File: config.mk
export PLATFORM = sky130hd
export DESIGN_NAME = tbi_div
export DESIGN_NICKNAME = d
export VERILOG_FILES = /design/src/sv/tbi_pkg.sv /design/src/sv/tbi_div.sv
export SDC_FILE = /design/constraint.sdc
export NUM_CORES = 1
export LEC_CHECK = 0
export BUFFER_PORTS_ARGS = -buffer_cell sky130_fd_sc_hd__buf_2
export CORE_MARGIN = 3
export CORE_UTILIZATION = 55
export CTS_CLUSTER_DIAMETER = 80
export DETAILED_ROUTE_END_ITERATION = 16
export PLACE_DENSITY = 0.87
export SETUP_SLACK_MARGIN = 0.3
export SLEW_MARGIN = 20
export SYNTH_ARGS = -nofsm -noshare
export SYNTH_HDL_FRONTEND = slang
export SYNTH_SLANG_ARGS = --single-unit
File: constraint.sdc
create_clock -name clk_i -period 4.3 [get_ports clk_i]
set_input_delay 0.215 -clock clk_i [delete_from_list [all_inputs] [get_ports clk_i]]
set_output_delay 0.215 -clock clk_i [all_outputs]
set_load 0.02 [all_outputs]
File: src/sv/tbi_pkg.sv
// ----------------------------------------------------------------------------
// tbi_pkg
// Shared types, constants and codes of the table bracket interpolate block.
// ----------------------------------------------------------------------------
package tbi_pkg;

  // Default geometry of the table
  localparam int DepthDef     = 128;
  localparam int ColumnsDef   = 16;
  localparam int ValueBitsDef = 32;

  // Fixed field widths
  localparam int ValW  = 32;
  localparam int ColW  = 4;
  localparam int PosW  = 7;
  localparam int CfgIW = 2;
  localparam int CfgDW = 7;

  // Interpolation divider widths
  localparam int DenW = ValW + 1;
  localparam int QuoW = ValW + 2;
  localparam int NumW = 2 * DenW;

  // Configuration register indexes
  typedef enum logic [CfgIW-1:0] {
    CFG_KEY_COLUMN     = 2'd0,
    CFG_FIRST_POSITION = 2'd1,
    CFG_LAST_POSITION  = 2'd2,
    CFG_JUST_GET       = 2'd3
  } cfg_idx_e;

  // Query sequencer states
  typedef enum logic [13:0] {
    ST_IDLE  = 14'b00000000000001,
    ST_RHI   = 14'b00000000000010,
    ST_RANGE = 14'b00000000000100,
    ST_EVAL  = 14'b00000000001000,
    ST_HIT   = 14'b00000000010000,
    ST_Y1    = 14'b00000000100000,
    ST_Y2    = 14'b00000001000000,
    ST_JG1   = 14'b00000010000000,
    ST_JG2   = 14'b00000100000000,
    ST_MUL   = 14'b00001000000000,
    ST_DIV   = 14'b00010000000000,
    ST_DWAIT = 14'b00100000000000,
    ST_LERP  = 14'b01000000000000,
    ST_NF    = 14'b10000000000000
  } state_e;

  // One result item
  typedef struct packed {
    logic signed [ValW-1:0] result_value;
    logic                   found;
    logic                   exact_match;
    logic [PosW-1:0]        lower_position;
    logic                   last;
  } res_t;

  // Divider control and status
  typedef struct packed {
    logic            start;
    logic [NumW-1:0] num;
    logic [DenW-1:0] den;
  } div_req_t;

  typedef struct packed {
    logic            done;
    logic [QuoW-1:0] quot;
  } div_rsp_t;

endpackage

File: src/sv/tbi_div.sv
// ----------------------------------------------------------------------------
// tbi_div
// Restoring divider, one quotient bit per cycle.
// ----------------------------------------------------------------------------
module tbi_div
  import tbi_pkg::*;
(
  input  logic     clk_i,
  input  logic     rst_ni,
  input  div_req_t req_i,
  output div_rsp_t rsp_o
);

  localparam int CntW = $clog2(QuoW + 1);

  logic [QuoW-1:0] rem_q, rem_d;
  logic [QuoW-1:0] sh_q, sh_d;
  logic [DenW-1:0] den_q, den_d;
  logic [CntW-1:0] cnt_q, cnt_d;
  logic            done_q, done_d;
  logic [QuoW-1:0] trial;
  logic            ge;

  // Load a new division on start, else shift in the next numerator bit and try to subtract
  always_comb begin
    trial = {rem_q[QuoW-2:0], sh_q[QuoW-1]};
    ge    = trial >= QuoW'(den_q);
    rem_d = rem_q;
    sh_d  = sh_q;
    den_d = den_q;
    cnt_d = cnt_q;
    done_d = 1'b0;
    if (req_i.start) begin
      rem_d = QuoW'(req_i.num[NumW-1:QuoW]);
      sh_d  = req_i.num[QuoW-1:0];
      den_d = req_i.den;
      cnt_d = CntW'(QuoW);
    end else if (cnt_q != '0) begin
      rem_d = ge ? trial - QuoW'(den_q) : trial;
      sh_d  = {sh_q[QuoW-2:0], ge};
      cnt_d = cnt_q - 1'b1;
      done_d = (cnt_q == CntW'(1));
    end
  end

  always_ff @(posedge clk_i or negedge rst_ni) begin
    if (!rst_ni) begin
      cnt_q  <= '0;
      done_q <= 1'b0;
    end else begin
      cnt_q  <= cnt_d;
      done_q <= done_d;
    end
  end

  always_ff @(posedge clk_i) begin
    rem_q <= rem_d;
    sh_q  <= sh_d;
    den_q <= den_d;
  end

  assign rsp_o.done = done_q;
  assign rsp_o.quot = sh_q;

endmodule

# Word-level counts from Yosys, hierarchy flattened
# Index checks and enable logic that the tools add are counted.
# W data, S select, Z words.
# totals
register_bits	107
wordCells	21
output_inout_bits	35
inputBits	102
# classes
n_addsub	2
mux	9
eq_ne	1
order_cmp	1
reduce_logical	2
# ops
cell	count
$mux W34	2
$mux W32	2
$ge A34 B33 Y1	1
$mux W33	1
$sub A33 B33 Y33	1
$mux W6	2
$eq A6 B1 Y1 const B	1
$reduce_bool A6 Y1	1
$sub A6 B1 Y6 const B	1
$mux W1	2
$reduce_bool A2 Y1	1

# Depth between registers and ports, before layout
# Gate-level depths: netlist of run 1.
# depth
word_depth	4
depth_mapped	15
depth_no_buf	13

# Worst setup path before layout of run 1
# OpenSTA, ideal clock, no wires.
# synth_path
kind	register -> register
from	register sh_q[33]
to	register rem_q[28], data pin
synth_period_minus_slack_ns	3.263
stages_incl_launch_ff	14
path_buffers	0
slack_ns	1.037
t_arrival_ns	3.002
cell_sequence	edfxtp_1 inv_1 ha_1 inv_1 fa_1 a21oi_1 o221a_1 a2111o_1 and3_1 or2_4 and2_1 o21ba_2 xnor2_1 a221o_1
# synth_between
elab_chain_len	4
elab_cells_between_ends	5
classes_between	1 x add/sub; 1 x order compare; 3 x mux
# synth_rtl
element	line	rtl
start: declaration	tbi_div.sv:17	logic [QuoW-1:0] sh_q, sh_d;
start signal: assignment	tbi_div.sv:58	sh_q <= sh_d;
$sub A33 B33 Y33 or $ge A34 B33 Y1 (tied branches)	tbi_div.sv:39, tbi_div.sv:27	
$mux W33 *	tbi_div.sv:39	rem_d = ge ? trial - QuoW'(den_q) : trial;
$mux W32 *	tbi_div.sv:38	end else if (cnt_q != '0) begin
$mux W32 *	tbi_div.sv:33	if (req_i.start) begin
named net rem_d[28]	tbi_div.sv:16	logic [QuoW-1:0] rem_q, rem_d;
end signal: assignment	tbi_div.sv:57	rem_q <= rem_d;
end: declaration	tbi_div.sv:16	
# Mark *: on every way through the listed nets, which the timed path passes. The rest lies on a longest branch. The select of a mux whose other input is x is not followed.
# A chain may end at the register's enable or synchronous reset.

# Final worst setup path of run 1
# layout_path
from	register sh_q[33]
to	register rem_q[23], data pin
# The elaborated chain is that of the path after synthesis.

==> metrics.md, run 1 <==
| Metric | Value |
|---|---|
| Main flop type after synthesis | edfxtp_1 |
| Initial Util | 57.1% |
| Global-route usage over all layers | 23.8% |
| First-pass GRT wire length | 24300 microns |
| Cells after DPL | 847 |
| Worst skew pair latency | 0.36 ns |
| Clk root buf | clkbuf_16 |
| Fin nets | 858 |
| Postcts setup bufs | 0 |
| Worst hold path class | in2reg |
| CP Capture Type | register |
| Core Util, Final | 67.1% |
| Die area | 12800 sq um |
| Clock transition at path regs | 0.07 ns |
| Req. time, crit path | 4.47 ns |
| Skew final | 0.0101 ns |
| Drt initial violations | 399 |
| Status | complete, no violations |
| Initial antenna violation count | 0 |
| Min Tclk post-route | 3.64 ns |
| Die W | 113 microns |
| CP most frequent cell | inv_1 |
| Register area share after synthesis | 50.3% |
| Router iterations before antenna repair | 6 |
| Fillers | 831 |
| GP Congestion | 0.899 |
| Crit path max fanout | 18 |
| Slew margin rel. | 50.0% |
| IO buf count | 136 |
| Critical-path cell list | inv_1 > ha_1 > inv_1 > fa_1 > a21oi_1 > o221a_1 > a2111o_1 > and3_1 > or2_4 > a21oi_4 > nor2_2 > buf_4 > nor4b_1 > nor4_1 |
| CP top delay family | simple AND/OR/NAND/NOR gates |
| H-tree depth | 3 |
| LEAKAGE | 3.25 nW |
| Area grow syn2layout | 17.5% |
| Pins Over Slew Limit | 0 |
| Syn Inst Count | 588 |
| Core area | 11000 sq um |
| Yosys reg bits | 107 |
| Critical path type | reg2reg |
| RSZ-0062 raised after global routing | no |
| Setup crit start kind | register |
| Final instance area | 7400 sq um |
| R2r startpoint | sh_q[33] |
| Post_cts resized | 0 |
| Hold Path Sink | den_q[29] |
| R2R cell count | 14 |
| Post-DP HPWL | 10900 microns |
| Slowest cell delay on critical path | 0.59 ns |
| Worst path bufs/invs | 3 |
| CTS sink count | 107 |
| TritonCTS Buffers | 9 |
| Post-synth ARST share | 6.54% |
| Final Hold Fails | 0 |
| DR DRC count | 0 |
| Cell area after synthesis | 6300 sq um |
| ANT cells | 0 |
| IO Pins | 137 |
| Pwr per Cell Area | 632 nW/um^2 |
| Tot Pwr | 4.68 mW |
| DRT Wirelength | 14800 microns |
| Congestion Overflow GR | 0 |
| Post-route non-filler standard cell count | 865 |
| Synth cell types | 59 |
| Clock buffer depth | 2 |
| Post-synth EDFFs | 99 |
| Die Y | 113 microns |
| Net count after synthesis | 726 |
| Internal reg-to-reg setup slack | 0.66 ns |
| Yosys warns | 0 |
| Worst-Margin Slew | 0.750 ns |
| Setup violators final | 0 |
| Max Cap Viol | 0 |
| RR Endpoint | rem_q[23] |
| Setup TNS | 0 ns |
| Hold Crit Depth | 1 |
| Startpoint of the worst hold path | req_i[29] |
| VDD IR max | 0.000546 V |
| Vias in the first global route | 5128 |
| Max Fclk | 0.274 GHz |
| Largest net degree at the start of global routing | 55 |
| Row cnt | 38 |
| Syn Area/Cell | 10.7 sq um |
| CTS Hold Bufs | 1 |
| Crit share post-route | 84.8% |
| Arr. time, crit path | 3.81 ns |
| Most frequent cells in the layout | 135 x buf_2, 99 x edfxtp_1, 53 x nand2_1 |
| Routed WL per cell | 17.1 microns |
| CP max stage cell | nor2_2 |
| CTS tree | done |
| ANT nets after route | 0 |
| Via count | 5054 |
| Share of cells above drive strength 1 | 27.6% |
| Leading cell type in the layout, fill and taps excluded | buf_2 |
| Post-DP Area | 7090 sq um |
| Number of vias per cell | 5.84 |
[how the worst max path moves through the flow]
| stage | start | cells past startpoint | endpoint | slack, ns |
|---|---|---|---|---|
| after detailed placement | sh_q[33] | 14 | rem_q[23] | 0.72 |
| after global placement | sh_q[33] | 14 | rem_q[23] | 0.81 |
| after global routing | sh_q[33] | 14 | rem_q[23] | 0.47 |
| after CTS | sh_q[33] | 13 | rem_q[0] | 0.68 |
| after floorplan | sh_q[33] | 13 | rem_q[28] | 1.04 |
| final | sh_q[33] | 14 | rem_q[23] | 0.66 |
[power by group]
| part | internal [mW] | switching (mW) | total, mW | leakage (nW) |
|---|---|---|---|---|
| logic | 0.963 | 1.34 | 2.31 | 2.00 |
| clock network | 0.397 | 0.387 | 0.785 | 0.134 |
| registers | 1.44 | 0.149 | 1.59 | 1.11 |
[area by class of cell]
class	count	area (sq um)	area share, %
Sequential cell	107	3170	42.8
Multi-Input combinational cell	410	2830	38.2
Timing Repair Buffer	145	773	10.4
Inverter	47	176	2.38
Tap cell	140	175	2.37
Clock buffer	9	225	3.04
Clock inverter	7	51.3	0.693
[state kept, by name (all words and copies together), names as in the netlist]
name    cells
den_q      33
rem_q      33
sh_q       34
cnt_q       6
done_q      1
[layer usage]
layer  global-route usage [%]  vias up  routed length, microns
met1                     30.2     2378                    6220
met3                     7.70       23                    1300
met2                     38.2      228                    7010
li1                         -     2425                       -
met5                        0        -                       0
met4                     9.21        0                     296
[cells by family after synthesis]
group | count (synthesis) | share of synthesized area [%]
multiplexers | 40 | 7.05
AND/OR/NAND/NOR | 163 | 11.9
buffers and inverters | 71 | 4.79
AO/OA/AOI/OAI | 146 | 15.2
adder cells (fa/ha/maj) | 36 | 7.27
flip-flops | 107 | 50.3
XOR/XNOR | 25 | 3.48
[per-stage QoR]
stage          setup slack, ns  hold slack, ns
3_3_place_gp             0.809          0.0528
4_1_cts                  0.678          0.0151
6_report                 0.655          0.0263
2_1_floorplan             1.04         -0.0806
3_5_place_dp             0.721          0.0567
5_1_grt                  0.469          0.0110
[synthesized netlist by cell type, drive strengths merged (4+ instances only)]
cell type	number	area share, %
clkbuf	17	1.0
a21o	9	1.1
a211o	4	0.56
buf	7	0.97
nand3	12	0.95
mux2i	5	0.79
a221o	5	0.79
edfxtp	99	47
o21bai	5	0.60
nor2	51	3.1
o21a	5	0.60
xnor2	18	2.5
nand2	53	3.2
a2bb2oi	5	0.70
mux2	35	6.3
nor3	10	0.79
o211ai	5	0.60
a21oi	43	3.7
dfrtp	7	2.8
inv	47	2.8
nand4	8	0.79
ha	35	7.0
and3	8	0.79
a31oi	20	2.0
o21ai	29	2.3
xor2	7	0.97
Power figures use the tool's default switching activity.
==> run 2: changes to the inputs <==
Clock period 4.3 ns to 3.65 ns, I/O delays scaled along.
==> metrics.md, run 2 (synthesized netlist as in run 1, its figures left out) <==
| Metric | Value |
|---|---|
| Status | complete, no violations |
| Leading cell type in the layout, fill and taps excluded | buf_2 |
| Core Util, Final | 70.8% |
| Core area | 11000 sq um |
| Pint | 3.42 mW |
| CTS sink count | 107 |
| Via count | 5221 |
| TritonCTS Buffers | 9 |
| RR Endpoint | rem_q[30] |
| ANT nets after route | 0 |
| GP Congestion | 0.912 |
| Setup violators final | 0 |
| Critical-path cell list | inv_1 > ha_1 > inv_1 > fa_2 > a21oi_1 > o221a_1 > a2111o_1 > and3_1 > or2_4 > a21oi_4 > buf_4 > nor2_2 > and3_1 > a221o_1 |
| Die Y | 113 microns |
| Router iterations before antenna repair | 6 |
| Switching part of the total | 40.4% |
| Number of flip-flops in the largest register | 34 |
| Post-DP HPWL | 10800 microns |
| Max Fclk | 0.309 GHz |
| CTS tree | done |
| Fin nets | 898 |
| Number of vias per cell | 5.77 |
| Clk pwr share | 16.6% |
| Vias in the first global route | 5297 |
| Reg with most FFs | sh_q |
| Clk root buf | clkbuf_16 |
| Setup TNS | 0 ns |
| Skew final | 0.0111 ns |
| Routed WL per cell | 17.1 microns |
| Die area | 12800 sq um |
| Slew margin rel. | 42.9% |
| Internal reg-to-reg setup slack | 0.41 ns |
| Max Cap Viol | 0 |
| VDD IR max | 0.000601 V |
| Die W | 113 microns |
| Combinational share of power | 50.8% |
| Largest net degree at the start of global routing | 51 |
| Arr. time, crit path | 3.36 ns |
| Initial antenna violation count | 0 |
| Grt peak-use layer | met2 |
| Global-route usage over all layers | 24.4% |
| Critical path type | reg2reg |
| First-pass GRT wire length | 25000 microns |
| Psw | 2.32 mW |
| Share of cells above drive strength 1 | 28.6% |
| Clock buffer depth | 2 |
| Pins Over Slew Limit | 0 |
| H-tree depth | 3 |
| CP Capture Type | register |
| DRT Wirelength | 15500 microns |
| RSZ-0062 raised after global routing | no |
| Min Tclk post-route | 3.24 ns |
| Clock transition at path regs | 0.08 ns |
| CP Launch Point | sh_q[33] |
| Worst hold path class | in2reg |
| R2R cell count | 14 |
| Crit share post-route | 88.8% |
| Slowest cell delay on critical path | 0.40 ns |
| Final Hold Fails | 0 |
| Crit path max fanout | 10 |
| IO Pins | 137 |
| Row cnt | 38 |
| Area grow syn2layout | 24.0% |
| ANT cells | 0 |
| DR DRC count | 0 |
| Met3 Use GR | 5.51% |
| Top flop regs | sh_q (34), den_q (33), rem_q (33) |
| LEAKAGE | 3.42 nW |
| CP max stage cell | a2111o_1 |
| CP endpoint | rem_q[30] |
| Drt initial violations | 579 |
| Congestion Overflow GR | 0 |
| Req. time, crit path | 3.77 ns |
| Worst-Margin Slew | 0.856 ns |
| GR Util met1 | 31.3% |
| Pwr per Cell Area | 735 nW/um^2 |
| M2 GR Usage | 40.0% |
| Initial Util | 57.1% |
| IO buf count | 136 |
| R2r startpoint | sh_q[33] |
| Sequential power share | 32.6% |
| Worst skew pair latency | 0.36 ns |
| Setup crit start kind | register |
| Most frequent cells in the layout | 136 x buf_2, 99 x edfxtp_1, 53 x nand2_1 |
run 2: what timing repair did:
item | 4_1_cts | 5_1_grt
endpoints found under the hold margin | 36 | 0
setup endpoints to repair | 30 | 26
setup buffers | 5 | 4
cloned | 1 | 2
hold buffers | 30 | 0
resized for setup | 5 | 6
pin swaps | 4 | 9
run 2: cell type report:
cell class | count | area (sq um)
Sequential cell | 107 | 3170
Inverter | 47 | 176
Timing Repair Buffer | 183 | 1130
Clock buffer | 9 | 225
Fill cell | 804 | 3220
Multi-Input combinational cell | 412 | 2870
Clock inverter | 7 | 62.6
Tap cell | 140 | 175
run 2: through the flow:
stage               cells  cell area (sq um)  power, mW  hold WS [ns]  setup WS (ns)
floorplan             588               6300       3.96        -0.113          0.387
global placement      847               7100       4.46        0.0224         0.0773
detailed placement    847               7100       4.55        0.0228         -0.119
CTS                   899               7750       5.64       0.00441          0.319
global route          905               7810       6.14       0.00814          0.285
finish                905               7810       5.74       0.00575          0.410
run 2: worst min path at each step:
stage | startpoint | end | slack (ns) | depth (start not counted)
2_1_floorplan | rst_ni | cnt_q[0] | -0.11 | 0
3_3_place_gp | rst_ni | cnt_q[0] | 0.02 | 1
3_5_place_dp | rst_ni | cnt_q[5] | 0.02 | 1
4_1_cts | req_i[1] | den_q[1] | 0.004 | 1
5_1_grt | req_i[7] | den_q[7] | 0.008 | 1
6_report | req_i[7] | den_q[7] | 0.006 | 1
run 2: metal layers:
layer  vias to the layer above  part of all wire, %
li1                       2510                    -
met1                      2454                   42
met2                       220                   48
met3                        37                  6.9
met4                         0                  2.9
met5                         -                    0
run 2: power groups by stage:
stage                     registers [mW]  logic (mW)  clock network, mW
after floorplan                     1.90        2.06                  0
after global placement              1.87        2.59                  0
after detailed placement            1.89        2.67                  0
after CTS                           1.87        2.80              0.973
after global routing                1.90        3.21               1.02
final                               1.87        2.92              0.952
run 2: critical path: cells and delay by family, from the launching register on:
kind	cells	cell delay, ns
AO/OA/AOI/OAI	5	1.15
adder cells (fa/ha/maj)	2	0.41
buffers and inverters	3	0.28
flip-flops	1	0.35
AND/OR/NAND/NOR	4	0.80
